==> src/rtl/pftd_pkg.sv <==
// Package for the trial-division prime factor block: widths, word types,
// divider status struct. Depends on nothing.
`timescale 1ns / 1ps
`default_nettype none

package pftd_pkg;

    // Working width of the value being factored
    localparam int VALUE_BITS  = 31;
    // Field widths of the channel words
    localparam int VALUE_W     = 31;
    localparam int FACTOR_W    = 31;
    // Trial divisors never pass floor(sqrt(2**VALUE_BITS)) + 1
    localparam int D_BITS      = (VALUE_BITS + 1) / 2 + 1;
    localparam int MAX_RESULTS = 9;
    localparam int CNT_W       = $clog2(MAX_RESULTS + 1);
    localparam int STEP_W      = $clog2(VALUE_BITS);

    typedef logic [VALUE_W-1:0]    value_t;
    typedef logic [FACTOR_W-1:0]   factor_t;
    typedef logic [VALUE_BITS-1:0] rem_t;
    typedef logic [D_BITS-1:0]     div_t;
    typedef logic [CNT_W-1:0]      cnt_t;

    // Divider status seen by the sequencer
    typedef struct packed {
        logic busy;
        rem_t quot;
        logic rem_zero;
    } div_stat_t;

endpackage

`default_nettype wire

==> src/rtl/pftd_in_if.sv <==
// Input channel of the prime factor block: valid/ready and the value word.
// Depends on pftd_pkg.
`timescale 1ns / 1ps
`default_nettype none

interface pftd_in_if;
    import pftd_pkg::*;

    logic   valid;
    logic   ready;
    value_t value;

    modport source (output valid, output value, input ready);
    modport sink   (input valid, input value, output ready);
endinterface

`default_nettype wire

==> src/rtl/pftd_out_if.sv <==
// Output channel of the prime factor block: valid/ready and the result word.
// Depends on pftd_pkg.
`timescale 1ns / 1ps
`default_nettype none

interface pftd_out_if;
    import pftd_pkg::*;

    logic    valid;
    logic    ready;
    factor_t factor;
    logic    no_factor;
    logic    last;

    modport source (output valid, output factor, output no_factor, output last, input ready);
    modport sink   (input valid, input factor, input no_factor, input last, output ready);
endinterface

`default_nettype wire

==> src/rtl/pftd_div.sv <==
// Bit-serial restoring divider: one quotient bit per cycle, VALUE_BITS bits
// per division; reports quotient and whether the remainder is zero.
// Depends on pftd_pkg.
`timescale 1ns / 1ps
`default_nettype none

module pftd_div (
    input  logic                clk,
    input  logic                rst_n,
    input  logic                start,
    input  pftd_pkg::rem_t      dividend,
    input  pftd_pkg::div_t      divisor,
    output pftd_pkg::div_stat_t stat
);
    import pftd_pkg::*;

    logic              busy_reg, busy_next;
    logic [STEP_W-1:0] step_reg, step_next;
    rem_t              num_reg, num_next;
    div_t              part_reg, part_next;
    div_t              dsr_reg, dsr_next;

    logic [D_BITS:0]   trial;
    logic [D_BITS:0]   diff;
    logic              fits;

    // Shift one dividend bit into the partial remainder and try the subtract
    always_comb
    begin
        trial = {part_reg, num_reg[VALUE_BITS-1]};
        diff  = trial - {1'b0, dsr_reg};
        fits  = trial >= {1'b0, dsr_reg};
    end

    always_comb
    begin
        busy_next = busy_reg;
        step_next = step_reg;
        num_next  = num_reg;
        part_next = part_reg;
        dsr_next  = dsr_reg;
        if (start)
        begin
            busy_next = 1'b1;
            step_next = '0;
            num_next  = dividend;
            part_next = '0;
            dsr_next  = divisor;
        end
        else if (busy_reg)
        begin
            part_next = fits ? diff[D_BITS-1:0] : trial[D_BITS-1:0];
            num_next  = {num_reg[VALUE_BITS-2:0], fits};
            step_next = step_reg + 1'b1;
            if (step_reg == STEP_W'(VALUE_BITS - 1))
                busy_next = 1'b0;
        end
    end

    always_ff @(posedge clk or negedge rst_n)
    begin
        if (!rst_n)
        begin
            busy_reg <= 1'b0;
            step_reg <= '0;
        end
        else
        begin
            busy_reg <= busy_next;
            step_reg <= step_next;
        end
    end

    // Datapath holds no reset
    always_ff @(posedge clk)
    begin
        num_reg  <= num_next;
        part_reg <= part_next;
        dsr_reg  <= dsr_next;
    end

    assign stat.busy     = busy_reg;
    assign stat.quot     = num_reg;
    assign stat.rem_zero = (part_reg == '0);

endmodule

`default_nettype wire

==> src/rtl/prime_factors_trial_division.sv <==
// Top level of the trial-division prime factor block: sequencer, pending
// factor and output register around the bit-serial divider.
// Depends on pftd_pkg, pftd_in_if, pftd_out_if and pftd_div.
//
//   channel | dir | word fields              | accepted when
//   din     | in  | value                    | din.valid && din.ready
//   dout    | out | factor, no_factor, last  | dout.valid && dout.ready
//
// One word is factored at a time; din.ready is high only while idle.
// Each trial divisor, whether tried or divided out, costs one division
// followed by a decision step; a prime near 2**31 needs about 46341
// divisors. Inputs 0 and 1 skip the divider. A stalled dout holds the
// sequencer when a new factor must displace the one already waiting, and
// holds the final word until the output register is free.
// Reset clears all control state; no clearing pass is needed.
`timescale 1ns / 1ps
`default_nettype none

module prime_factors_trial_division (
    input  logic              clk,
    input  logic              rst_n,
    pftd_in_if.sink           din,
    pftd_out_if.source        dout
);
    import pftd_pkg::*;

    localparam logic [1:0] S_IDLE  = 2'd0;
    localparam logic [1:0] S_DIV   = 2'd1;
    localparam logic [1:0] S_FLUSH = 2'd2;

    logic [1:0] state_reg, state_next;
    rem_t       rem_reg, rem_next;
    div_t       d_reg, d_next;
    logic       dividing_reg, dividing_next;
    cnt_t       count_reg, count_next;
    logic       pend_valid_reg, pend_valid_next;
    factor_t    pend_factor_reg, pend_factor_next;
    logic       pend_none_reg, pend_none_next;
    logic       out_valid_reg, out_valid_next;
    factor_t    out_factor_reg, out_factor_next;
    logic       out_none_reg, out_none_next;
    logic       out_last_reg, out_last_next;

    logic       div_start;
    div_stat_t  div_stat;

    logic       slot_free;
    logic       bound_fail;
    logic       can_emit;
    logic       emit_d;
    logic       emit_rem;
    logic       stall;
    rem_t       in_rem;

    pftd_div u_div (
        .clk      (clk),
        .rst_n    (rst_n),
        .start    (div_start),
        .dividend (rem_next),
        .divisor  (d_next),
        .stat     (div_stat)
    );

    // Decide what the finished division means
    always_comb
    begin
        in_rem     = rem_t'(din.value);
        slot_free  = !out_valid_reg || dout.ready;
        bound_fail = !dividing_reg && (rem_t'(d_reg) > div_stat.quot);
        can_emit   = count_reg < cnt_t'(MAX_RESULTS);
        emit_d     = !dividing_reg && !bound_fail && div_stat.rem_zero && can_emit;
        emit_rem   = bound_fail && (rem_reg > rem_t'(1)) && can_emit;
        stall      = (emit_d || emit_rem) && pend_valid_reg && !slot_free;
    end

    // Sequencer
    always_comb
    begin
        state_next       = state_reg;
        rem_next         = rem_reg;
        d_next           = d_reg;
        dividing_next    = dividing_reg;
        count_next       = count_reg;
        pend_valid_next  = pend_valid_reg;
        pend_factor_next = pend_factor_reg;
        pend_none_next   = pend_none_reg;
        out_valid_next   = out_valid_reg && !dout.ready;
        out_factor_next  = out_factor_reg;
        out_none_next    = out_none_reg;
        out_last_next    = out_last_reg;
        div_start        = 1'b0;

        case (state_reg)
            S_IDLE:
            begin
                if (din.valid)
                begin
                    rem_next        = in_rem;
                    d_next          = div_t'(2);
                    dividing_next   = 1'b0;
                    count_next      = '0;
                    pend_valid_next = 1'b0;
                    if (in_rem <= rem_t'(1))
                    begin
                        pend_valid_next  = 1'b1;
                        pend_factor_next = '0;
                        pend_none_next   = 1'b1;
                        count_next       = cnt_t'(1);
                        state_next       = S_FLUSH;
                    end
                    else
                    begin
                        div_start  = 1'b1;
                        state_next = S_DIV;
                    end
                end
            end
            S_DIV:
            begin
                if (!div_stat.busy && !stall)
                begin
                    // Move the waiting factor out when a new one arrives
                    if ((emit_d || emit_rem) && pend_valid_reg)
                    begin
                        out_valid_next  = 1'b1;
                        out_factor_next = pend_factor_reg;
                        out_none_next   = pend_none_reg;
                        out_last_next   = 1'b0;
                    end
                    if (emit_d || emit_rem)
                    begin
                        pend_valid_next  = 1'b1;
                        pend_factor_next = emit_d ? factor_t'(d_reg) : factor_t'(rem_reg);
                        pend_none_next   = 1'b0;
                        count_next       = count_reg + 1'b1;
                    end

                    if (bound_fail)
                        state_next = S_FLUSH;
                    else if (div_stat.rem_zero)
                    begin
                        // Divide the factor out and try it again
                        rem_next      = div_stat.quot;
                        dividing_next = 1'b1;
                        div_start     = 1'b1;
                    end
                    else
                    begin
                        // Advance to the next trial divisor
                        d_next        = d_reg + 1'b1;
                        dividing_next = 1'b0;
                        div_start     = 1'b1;
                    end
                end
            end
            S_FLUSH:
            begin
                if (slot_free)
                begin
                    if (pend_valid_reg)
                    begin
                        out_valid_next  = 1'b1;
                        out_factor_next = pend_factor_reg;
                        out_none_next   = pend_none_reg;
                        out_last_next   = 1'b1;
                    end
                    pend_valid_next = 1'b0;
                    state_next      = S_IDLE;
                end
            end
            default:
            begin
                state_next = S_IDLE;
            end
        endcase
    end

    always_ff @(posedge clk or negedge rst_n)
    begin
        if (!rst_n)
        begin
            state_reg      <= S_IDLE;
            dividing_reg   <= 1'b0;
            count_reg      <= '0;
            pend_valid_reg <= 1'b0;
            out_valid_reg  <= 1'b0;
        end
        else
        begin
            state_reg      <= state_next;
            dividing_reg   <= dividing_next;
            count_reg      <= count_next;
            pend_valid_reg <= pend_valid_next;
            out_valid_reg  <= out_valid_next;
        end
    end

    // Payload registers hold no reset
    always_ff @(posedge clk)
    begin
        rem_reg         <= rem_next;
        d_reg           <= d_next;
        pend_factor_reg <= pend_factor_next;
        pend_none_reg   <= pend_none_next;
        out_factor_reg  <= out_factor_next;
        out_none_reg    <= out_none_next;
        out_last_reg    <= out_last_next;
    end

    assign din.ready      = (state_reg == S_IDLE);
    assign dout.valid     = out_valid_reg;
    assign dout.factor    = out_factor_reg;
    assign dout.no_factor = out_none_reg;
    assign dout.last      = out_last_reg;

`ifndef SYNTH
    a_idle_no_pending: assert property (@(posedge clk) disable iff (!rst_n)
        (state_reg == S_IDLE) |-> !pend_valid_reg)
        else $error("pending factor left over while idle");

    a_count_cap: assert property (@(posedge clk) disable iff (!rst_n)
        count_reg <= cnt_t'(MAX_RESULTS))
        else $error("result count above cap");

    a_divisor_floor: assert property (@(posedge clk) disable iff (!rst_n)
        (state_reg == S_DIV) |-> (d_reg >= div_t'(2)))
        else $error("trial divisor below two");

    a_no_factor_word: assert property (@(posedge clk) disable iff (!rst_n)
        (dout.valid && dout.no_factor) |-> (dout.last && (dout.factor == '0)))
        else $error("no-factor word must be last with zero factor");
`endif

endmodule

`default_nettype wire
==> src/flat_wrapper.sv <==
// flat-port wrapper written by rule: the top's interface ports become plain ports
module prime_factors_trial_division_flat import pftd_pkg::*;
  (clk, rst_n, din_valid, din_value, din_ready, dout_valid, dout_factor, dout_no_factor, dout_last, dout_ready);
  pftd_in_if din_i ();
  pftd_out_if dout_i ();
  input  logic clk;
  input  logic rst_n;
  input wire logic [$bits(din_i.valid)-1:0] din_valid;
  input wire logic [$bits(din_i.value)-1:0] din_value;
  output wire logic [$bits(din_i.ready)-1:0] din_ready;
  output wire logic [$bits(dout_i.valid)-1:0] dout_valid;
  output wire logic [$bits(dout_i.factor)-1:0] dout_factor;
  output wire logic [$bits(dout_i.no_factor)-1:0] dout_no_factor;
  output wire logic [$bits(dout_i.last)-1:0] dout_last;
  input wire logic [$bits(dout_i.ready)-1:0] dout_ready;
  assign din_i.valid = din_valid;
  assign din_i.value = din_value;
  assign din_ready = din_i.ready;
  assign dout_valid = dout_i.valid;
  assign dout_factor = dout_i.factor;
  assign dout_no_factor = dout_i.no_factor;
  assign dout_last = dout_i.last;
  assign dout_i.ready = dout_ready;
  prime_factors_trial_division u_core (.clk(clk), .rst_n(rst_n), .din(din_i), .dout(dout_i));
endmodule
==> config.mk <==
export PLATFORM = sky130hd
export DESIGN_NAME = prime_factors_trial_division_flat
export DESIGN_NICKNAME = d
export VERILOG_FILES = /design/src/rtl/pftd_pkg.sv /design/src/rtl/pftd_in_if.sv /design/src/rtl/pftd_out_if.sv /design/src/rtl/pftd_div.sv /design/src/rtl/prime_factors_trial_division.sv /design/src/flat_wrapper.sv
export SDC_FILE = /design/constraint.sdc
export NUM_CORES = 1
export LEC_CHECK = 0
export CORE_ASPECT_RATIO = 1.5
export CORE_MARGIN = 2
export CORE_UTILIZATION = 60
export CTS_CLUSTER_SIZE = 10
export DETAILED_ROUTE_END_ITERATION = 12
export DONT_BUFFER_PORTS = 1
export HOLD_SLACK_MARGIN = 0.15
export PLACE_DENSITY = 0.76
export SETUP_SLACK_MARGIN = 0.2
export SLEW_MARGIN = 25
export SYNTH_ARGS = -nofsm -noshare
export SYNTH_HDL_FRONTEND = slang
export SYNTH_SLANG_ARGS = --single-unit
==> constraint.sdc <==
create_clock -name clk -period 5.1 [get_ports clk]
set_input_delay 1.02 -clock clk [delete_from_list [all_inputs] [get_ports clk]]
set_output_delay 1.02 -clock clk [all_outputs]
set_load 0.005 [all_outputs]
# --- After elaboration in Yosys (flattened, before gate mapping) ---
# Cells that the tools add are included.
word_totals:
  reg_bits: 193
  input_bits: 35
  out_inout_bits: 35
  word_cells: 145
classes:
  n_addsub: 4
  order_cmp: 5
  n_eq_ne: 12
  mux: 76
  reduce_logical: 31
ops:
  columns: ["cell", "count"]
  rows:
  - ["2-to-1 mux 31 bit", 15]
  - ["case mux 31 bit (2 select lines)", 3]
  - ["2-to-1 mux 17 bit", 5]
  - ["case mux 17 bit (2 select lines)", 1]
  - ["2-to-1 mux 1 bit", 33]
  - ["greater-than comparator 17 x 31 -> 1 bit", 1]
  - ["greater-than comparator 31 x 1 -> 1 bit, second input constant", 1]
  - ["<= comparator 31 x 1 -> 1 bit, second input constant", 1]
  - [">= comparator 18 x 17 -> 1 bit", 1]
  - ["adder 17 x 1 -> 17 bit, second input constant", 1]
  - ["logical NOT 17 bit", 1]
  - ["subtractor 17 bit", 1]
  - ["AND reduction 5 bit", 3]
  - ["!= test 2 x 1 -> 1 bit, second input constant", 7]
  - ["2-to-1 mux 4 bit", 3]
  - ["case mux 1 bit (2 select lines)", 6]
  - ["AND reduction 4 bit", 3]
  - ["logical AND 1 bit", 10]
  - ["2-to-1 mux 2 bit", 5]
  - ["2-to-1 mux 5 bit", 2]
  - ["case mux 4 bit (2 select lines)", 1]
  - ["logical NOT 1 bit", 7]
  - ["case mux 2 bit (3 select lines)", 1]
  - ["nonzero test 2 bit", 3]
  - ["11 further kinds", 13]

# --- Depth between registers and ports, before layout ---
# Gate-level depths: netlist (run 1).
logic_depth:
  depth_word: 14
  mapped_depth: 12
  mapped_depth_nobuf: 11

# --- Modules after synthesis ---
# Synthesis (run 1) repeated with hierarchy kept, for this count alone.
hier_totals:
  hier_cells: 936
  hier_area_um2: 10113.4
modules_own_cells:
  columns: ["mod", "instances", "cells_per_inst", "area_each_um2", "seq_area_each_um2"]
  rows:
  - ["prime_factors_trial_division", 1, 569, 6069.6, 3138.0]
  - ["pftd_div", 1, 367, 4043.9, 1931.9]

# --- Worst setup path before layout (run 1) ---
# Ideal clock, no wire load.
synth_timing:
  path_type: "in2reg"
  from: "input dout_ready"
  to: "register u_core.u_div.num_reg[0], enable pin"
  setup_time_ns: 0.476
  t_arrival_ns: 3.157
  required_time_ns: 4.624
  path_slack_ns: 1.467
  path_stages: 8
  n_path_buf: 1
  path_cell_list: "nor2b_1 -> nand2_1 -> or4b_4 -> o211a_1 -> o211ai_2 -> o21ai_4 -> buf_2 -> nand2b_1"
synth_between:
  elab_chain_cells: 8
synth_rtl:
  columns: ["item", "line_no", "rtl"]
  rows:
  - ["from (decl)", "flat_wrapper.sv:15", "input wire logic [$bits(dout_i.ready)-1:0] dout_ready;"]
  - ["logical OR 1 bit", "prime_factors_trial_division.sv:68", "slot_free = !out_valid_reg || dout.ready;"]
  - ["logical NOT 1 bit", "prime_factors_trial_division.sv:73", "stall = (emit_d || emit_rem) && pend_valid_reg && !slot_free;"]
  - ["logical AND 1 bit", "prime_factors_trial_division.sv:73", null]
  - ["logical NOT 1 bit", "prime_factors_trial_division.sv:120", "if (!div_stat.busy && !stall)"]
  - ["logical AND 1 bit", "prime_factors_trial_division.sv:120", null]
  - ["2-to-1 mux 1 bit", "prime_factors_trial_division.sv:120", null]
  - ["case mux 1 bit (2 select lines)", "prime_factors_trial_division.sv:93", "case (state_reg)"]
  - ["nonzero test 2 bit (no source line)", null, null]
  - ["to (signal assigned)", "pftd_div.sv:77", "num_reg <= num_next;"]
  - ["to (decl)", "pftd_div.sv:19", "rem_t num_reg, num_next;"]
# No other way between the ends.
# A chain may end at the register's enable or synchronous reset.

# --- Worst setup path in the final report (run 1) ---
layout_timing:
  from: "register u_core.u_div.num_reg[30]"
  to: "register u_core.u_div.part_reg[14]"
layout_between:
  elab_chain_cells: 13
  elab_cells_between_ends: 19
  cone_classes: "1 x add/sub; 2 x order compare; 4 x mux; 12 x reduce/logical"
layout_rtl:
  columns: ["item", "line_no", "rtl"]
  rows:
  - ["greater-than comparator 17 x 31 -> 1 bit", "prime_factors_trial_division.sv:69", "bound_fail = !dividing_reg && (rem_t'(d_reg) > div_stat.quot);"]
  - ["logical AND 1 bit", "prime_factors_trial_division.sv:69", null]
  - ["logical NOT 1 bit", "prime_factors_trial_division.sv:71", "emit_d = !dividing_reg && !bound_fail && div_stat.rem_zero && can_emit;"]
  - ["logical AND 1 bit (3 in series)", "prime_factors_trial_division.sv:71", null]
  - ["logical OR 1 bit", "prime_factors_trial_division.sv:73", null]
  - ["logical AND 1 bit (2 in series)", "prime_factors_trial_division.sv:73", null]
  - ["logical NOT 1 bit", "prime_factors_trial_division.sv:120", null]
  - ["logical AND 1 bit", "prime_factors_trial_division.sv:120", null]
  - ["2-to-1 mux 1 bit", "prime_factors_trial_division.sv:120", null]
  - ["case mux 1 bit (2 select lines)", "prime_factors_trial_division.sv:93", null]
  - ["to (signal assigned)", "pftd_div.sv:78", "part_reg <= part_next;"]
  - ["to (decl)", "pftd_div.sv:20", "div_t part_reg, part_next;"]
# Parallel ways exist; a longest one is shown, timed or not.

==> results of run 1 <==
[layout make-up]
cell class | count | area [sq um] | area share
inverters | 59 | 221 | 0.0210
repair buffers | 12 | 103 | 0.00973
well taps | 206 | 258 | 0.0244
clock buffers | 17 | 425 | 0.0404
clock inverters | 15 | 166 | 0.0158
multi-input cells | 704 | 4300 | 0.408
flip-flops and latches | 193 | 5070 | 0.481
[stage by stage]
stage | setup slack [ns] | hold slack [ns] | instances | area, sq um
6_report | 1.22 | 0.266 | 1206 | 10500
5_1_grt | 0.957 | 0.249 | 1206 | 10500
4_1_cts | 1.26 | 0.255 | 1206 | 10500
3_5_place_dp | 1.25 | 0.405 | 1174 | 9950
3_3_place_gp | 1.31 | 0.403 | 1174 | 9950
2_1_floorplan | 1.47 | 0.400 | 1007 | 9790
[where the power goes]
part / total [W] / switching, W / internal, W
clock network: 0.00131 / 0.000657 / 0.000658
registers: 0.00297 / 0.000487 / 0.00248
logic: 0.00263 / 0.00167 / 0.000959
[final timing paths]
kind                       slack, ns  cells after the start                         to                 startpoint
max                             1.22                     11  u_core.u_div.part_reg[14]   u_core.u_div.num_reg[30]
min in group clk                0.42                      0      u_core.dout.factor[1]  u_core.pend_factor_reg[1]
min reg2reg                     0.42                      0      u_core.dout.factor[1]  u_core.pend_factor_reg[1]
min                             0.27                      0        u_core.state_reg[0]                      rst_n
max in group asynchronous       4.76                      0   u_core.u_div.step_reg[2]                      rst_n
max reg2reg                     1.22                     11  u_core.u_div.part_reg[14]   u_core.u_div.num_reg[30]
[worst max-delay path: stages (launching register included)]
cell and delay (ns):
edfxtp_1 0.44, inv_1 0.06, ha_1 0.21, fa_1 0.45
nand2b_1 0.17, a21boi_0 0.24, o21ai_0 0.20, a211oi_1 0.58
o211ai_1 0.29, nand2_1 0.63, nand3b_1 0.15, a311oi_1 0.35
[cells in the mapped netlist, types with 22 or more instances]
cell / count
xnor2_1: 22
nor2_1: 76
o21ai_0: 60
edfxtp_1: 113
a31oi_1: 32
inv_1: 58
ha_1: 43
a22oi_1: 24
a21o_1: 24
nand3_1: 30
nand2_1: 136
clkbuf_1: 38
dfxtp_1: 65
a21oi_1: 58
nor3_1: 25
[placed cells by master (no fill, tap or decap), types with 14 or more instances in the layout]
cell,synthesis,routed
nor3_1,25,24
ha_1,43,43
edfxtp_1,113,113
dfxtp_1,65,65
inv_1,58,57
a31oi_1,32,32
xnor2_1,22,22
and3_1,20,20
a21oi_1,58,57
nand3_1,30,30
nor2_1,76,75
a22oi_1,24,24
clkbuf_16,0,17
nand4_1,14,14
dfrtp_1,15,15
o21ai_0,60,60
nand2_1,136,136
nor4_1,20,20
a21o_1,24,24
[logic make-up after synthesis]
family	Yosys count
AOI/OAI and AO/OA	268
buffers and inverters	110
DFF	193
muxes	9
and+or+nand+nor	354
xor gates and xnor gates	29
adders and majority gates	44
[per-layer routing]
metal | up-vias | global-route usage
met5 | - | 0
met3 | 66 | 0.0507
met4 | 0 | 0.116
met1 | 3652 | 0.344
li1 | 3662 | -
met2 | 284 | 0.497
==> impl_metrics.env, run 1 <==
export IMPL_io_buffers=0
export IMPL_start_util=0.607
export IMPL_synth_top_family_by_area="compound AO/OA/AOI/OAI gates"
export IMPL_tns_ns=0
export IMPL_cts_resized_gates=0
export IMPL_die_w_um=108
export IMPL_netlist_top_cells_area="edfxtp_1 35%, dfxtp_1 13%, ha_1 5.5%"
export IMPL_cts_buffers=17
export IMPL_cts_setup_buffers=0
export IMPL_synth_adder_area_share=0.0570
export IMPL_power_density_nw_per_um2=656
export IMPL_clk_latency_ns=0.44
export IMPL_cts_hold_buf=0
export IMPL_final_util=0.654
export IMPL_dieArea_sq_um=17400
export IMPL_synth_cells=1007
export IMPL_worst_pin_slew_ns=0.895
export IMPL_dp_hpwl_um=16900
export IMPL_path_max_fanout=15
export IMPL_gr_total_overflow=0
export IMPL_synth_compound_area_frac=0.175
export IMPL_h_tree_depth=4
export IMPL_async_reset_ff_frac=0.0777
export IMPL_cap_violations=0
export IMPL_rsz0062_at_grt="no"
export IMPL_wl_met3_um=1300
export IMPL_drt_vias_per_instance=6.35
export IMPL_nets=1066
export IMPL_synth_edf_count=113
export IMPL_hold_viol=0
export IMPL_power_w=0.00692
export IMPL_diodes=0
export IMPL_slew_limit_headroom=0.402
export IMPL_crit_type="register to register"
export IMPL_area_delta_synth_final_pct=7.71
export IMPL_grt_usage=0.285
export IMPL_dr_max_layer_used="met4"
export IMPL_synth_area_sq_um=9790
export IMPL_ys_ff_latch=193
export IMPL_ant_nets=0
export IMPL_path_clk_slew_ns=0.07
export IMPL_synthXorXnorAreaFrac=0.0259
export IMPL_grt_pass1_vias=7184
export IMPL_p_leak_nw=4.09
export IMPL_period_needed_ns=3.88
export IMPL_syn_nets=1086
export IMPL_first_iter_violations=701
export IMPL_cts_tree="done"
export IMPL_min_path_type="primary input to asynchronous set/reset pin"
export IMPL_yosys_cell_types_count=62
export IMPL_critPathArrivalTime_ns=4.22
export IMPL_antenna_found_initial=0
export IMPL_synth_area_per_cell_sq_um=9.72
export IMPL_rows=57
export IMPL_firstDrtPassIters=5
export IMPL_synth_top_area_cell="edfxtp_1"
export IMPL_synthFlopType="edfxtp_1"
export IMPL_dr_wl_met2_um=12600
export IMPL_period_share=0.762
export IMPL_drv_slew=0
export IMPL_wl_per_cell_um=20.0
export IMPL_cp_end_kind="register"
export IMPL_crit_required_ns=5.44
export IMPL_vias=7664
export IMPL_grt_pass1_wl_um=38000
export IMPL_place_congestion=0.921
export IMPL_clkSinkCount=193
export IMPL_fin_skew_ns=0.00941
export IMPL_cts_root_buf="clkbuf_16"
export IMPL_drive_gt1_frac=0.0570
export IMPL_core_sq_um=16100
export IMPL_setup_viol=0
export IMPL_nFillCells=1337
export IMPL_yosys_warnings=0
export IMPL_outcome="complete, no violations"
export IMPL_synth_mux_area_frac=0.00933
export IMPL_yosys_area_top_type_share=0.347
export IMPL_fmax_ghz=0.257
export IMPL_grt_max_degree=65
export IMPL_ioPinCount=70
export IMPL_vdd_drop_max_mv=0.385
export IMPL_drc=0
export IMPL_ys_seq_area_frac=0.518
export IMPL_startpoint_type="register"
export IMPL_synthSimpleGateAreaFrac=0.170
export IMPL_totalWireLength_um=24200
export IMPL_drt_met1_wl_um=9440
export IMPL_clockBufferDepth=2
export IMPL_fp_dieH_um=160
Note: power is estimated with default switching activity, not from simulation.
==> run 2: changes to the inputs <==
CORE_UTILIZATION = 58   (was 60)
clock period = 3.1 ns   (was 5.1 ns; I/O delays follow)
==> run 2 against run 1 <==
The flow now finishes with violations (negative setup slack). Largest cell class is now multi-input gates. Hold slack gained 0.036 ns. Wire length grew 53%. First-iteration DRC count grew 97%. Clock-buffer cell count grew 4. Flip-flop and latch count is the same. Global-route usage grew 2.9 points. Utilization grew 13 points. Critical endpoint is now u_core.u_div.dsr_reg[11]. Sequential share of layout area shrank 9.0 points. Critical path depth is the same. Final area grew 23%.
==> impl_metrics.env, run 2 (same netlist as run 1, synthesis figures left out) <==
export IMPL_outcome="finished with violations"
export IMPL_violations="negative setup slack"
export IMPL_power_density_nw_per_um2=1110
export IMPL_drc=0
export IMPL_dpl_worst_slack_ns=-0.0683
export IMPL_cap_violations=0
export IMPL_hold_end="u_core.rem_reg[24]"
export IMPL_startpoint_type="register"
export IMPL_vias=9610
export IMPL_antenna_found_initial=0
export IMPL_whs_ns=0.301
export IMPL_path_clk_slew_ns=0.07
export IMPL_r2r_start="u_core.u_div.num_reg[12]"
export IMPL_cp_slowest_cell="or4_4"
export IMPL_drt_vias_per_instance=7.18
export IMPL_tns_ns=-40.01
export IMPL_fmax_ghz=0.286
export IMPL_wl_per_cell_um=27.7
export IMPL_rows=58
export IMPL_crit_type="register to register"
export IMPL_hold_viol=0
export IMPL_grt_max_degree=64
export IMPL_crit_path_max_incr_delay_ns=0.60
export IMPL_core_sq_um=16600
export IMPL_stdcell_count=1338
export IMPL_period_needed_ns=3.49
export IMPL_dp_cells=1236
export IMPL_worst_pin_slew_ns=1.19
export IMPL_crit_required_ns=3.23
export IMPL_period_share=1.13
export IMPL_place_congestion=0.973
export IMPL_diodes=0
export IMPL_reg2reg_to="u_core.u_div.dsr_reg[11]"
export IMPL_firstDrtPassIters=6
export IMPL_nets=1194
export IMPL_cts_root_buf="clkbuf_16"
export IMPL_cp_end_kind="register"
export IMPL_critPathArrivalTime_ns=3.62
export IMPL_p_leak_nw=5.07
export IMPL_rsz0062_at_grt="yes"
export IMPL_grt_pass1_vias=8188
export IMPL_hp_start="din_value[24]"
export IMPL_h_tree_depth=4
export IMPL_setup_slack_ns=-0.392
export IMPL_regToRegSetupSlack_ns=-0.39
export IMPL_hold_path_depth=2
export IMPL_min_path_type="primary input to register"
export IMPL_final_util=0.781
export IMPL_gr_total_overflow=0
export IMPL_drive_gt1_frac=0.291
export IMPL_clockBufferDepth=2
export IMPL_grt_pass1_wl_um=42300
export IMPL_clkSinkCount=193
export IMPL_layout_commonest_cell="nand2_1"
export IMPL_drv_slew=0
export IMPL_crit_chain="inv_1, ha_4, nand4_1, buf_4, nor4_4, a2111o_1, o211ai_1, or4_4, nor3_4, xnor2_1, o21ai_1"
export IMPL_totalWireLength_um=37000
export IMPL_setup_viol=233
export IMPL_io_buffers=0
export IMPL_fin_skew_ns=0.0201
export IMPL_ant_nets=0
export IMPL_ioPinCount=70
export IMPL_clk_latency_ns=0.45
export IMPL_dieArea_sq_um=18000
export IMPL_dp_hpwl_um=18300
export IMPL_path_max_fanout=7
export IMPL_layout_common_cells="119 x nand2_1, 113 x edfxtp_1, 85 x buf_4, 63 x dfxtp_1"
export IMPL_cts_buffers=17
export IMPL_grt_usage=0.313
export IMPL_fp_dieH_um=163
export IMPL_start_util=0.589
export IMPL_rr_worst_depth=11
export IMPL_vdd_drop_max_mv=0.836
export IMPL_cts_tree="done"
export IMPL_area_delta_synth_final_pct=32.6
export IMPL_slew_limit_headroom=0.207
export IMPL_die_w_um=110
export IMPL_first_iter_violations=1381
## run 2: cell count changes in the layout (fill, tap and decap cells not counted), moves of 17 or more
cell / delta
buf_4: +74
o21ai_0: -33
o21ai_1: +20
nor2_1: -21
nand2_1: -17
a21oi_1: -17
buf_6: +17
## run 2: routing by layer
metal | part of all wire | vias to the layer above | global-route usage
li1 | - | 3916 | -
met1 | 0.31 | 4442 | 0.350
met2 | 0.48 | 918 | 0.550
met3 | 0.11 | 334 | 0.0555
met4 | 0.10 | 0 | 0.177
met5 | 0 | - | 0
## run 2: what timing repair did
| item | in CTS | in global routing |
|---|---|---|
| hold buffers | 1 | 0 |
| pin swaps | 12 | 73 |
| gates resized for setup | 37 | 232 |
| gates cloned | 6 | 18 |
| setup buffers | 16 | 29 |
| endpoints found under the setup margin | 175 | 221 |
| endpoints found under the hold margin | 15 | 0 |
## run 2: power by group
group | internal [W] | switching [W]
registers | 0.00409 | 0.00100
clock network | 0.00126 | 0.00104
logic | 0.00298 | 0.00405
total | 0.00833 | 0.00609
## run 2: stage by stage
stage          instance area (sq um)  total power, W
2_1_floorplan                   9820         0.00793
3_3_place_gp                   10500         0.00948
3_5_place_dp                   10500         0.00959
4_1_cts                        11500          0.0123
5_1_grt                        13000          0.0149
6_report                       13000          0.0144
## run 2: layout make-up
| cell class | count | area, sq um |
|---|---|---|
| inverter | 59 | 221 |
| fill | 840 | 3630 |
| tap | 210 | 263 |
| clock buffer | 21 | 460 |
| timing repair buffer | 133 | 1490 |
| clock inverter | 11 | 140 |
| sequential | 193 | 5070 |
| multi-input combinational | 711 | 5340 |
## run 2: how the worst max path moves through the flow
| stage | startpoint | end | slack [ns] | depth (start not counted) |
|---|---|---|---|---|
| global route | u_core.u_div.num_reg[11] | u_core.u_div.dsr_reg[11] | -0.39 | 11 |
| global placement | u_core.u_div.num_reg[14] | u_core.u_div.dsr_reg[15] | 0.03 | 10 |
| floorplan | u_core.u_div.num_reg[26] | u_core.pend_factor_reg[0] | 0.21 | 7 |
| CTS | u_core.u_div.num_reg[4] | u_core.dout.no_factor | 0.16 | 13 |
| finish | u_core.u_div.num_reg[12] | u_core.u_div.dsr_reg[11] | -0.39 | 11 |
| detailed placement | u_core.u_div.num_reg[12] | u_core.u_div.dsr_reg[15] | -0.07 | 10 |
## run 2: worst max-delay path: cells and delay by family (launching register included)
family                   cells  cell delay [ns]
adder cells (fa/ha/maj)      1             0.29
flip-flops                   1             0.37
buffers and inverters        2             0.38
AO/OA/AOI/OAI                3             0.53
XOR/XNOR                     1             0.15
AND/OR/NAND/NOR              4             1.42
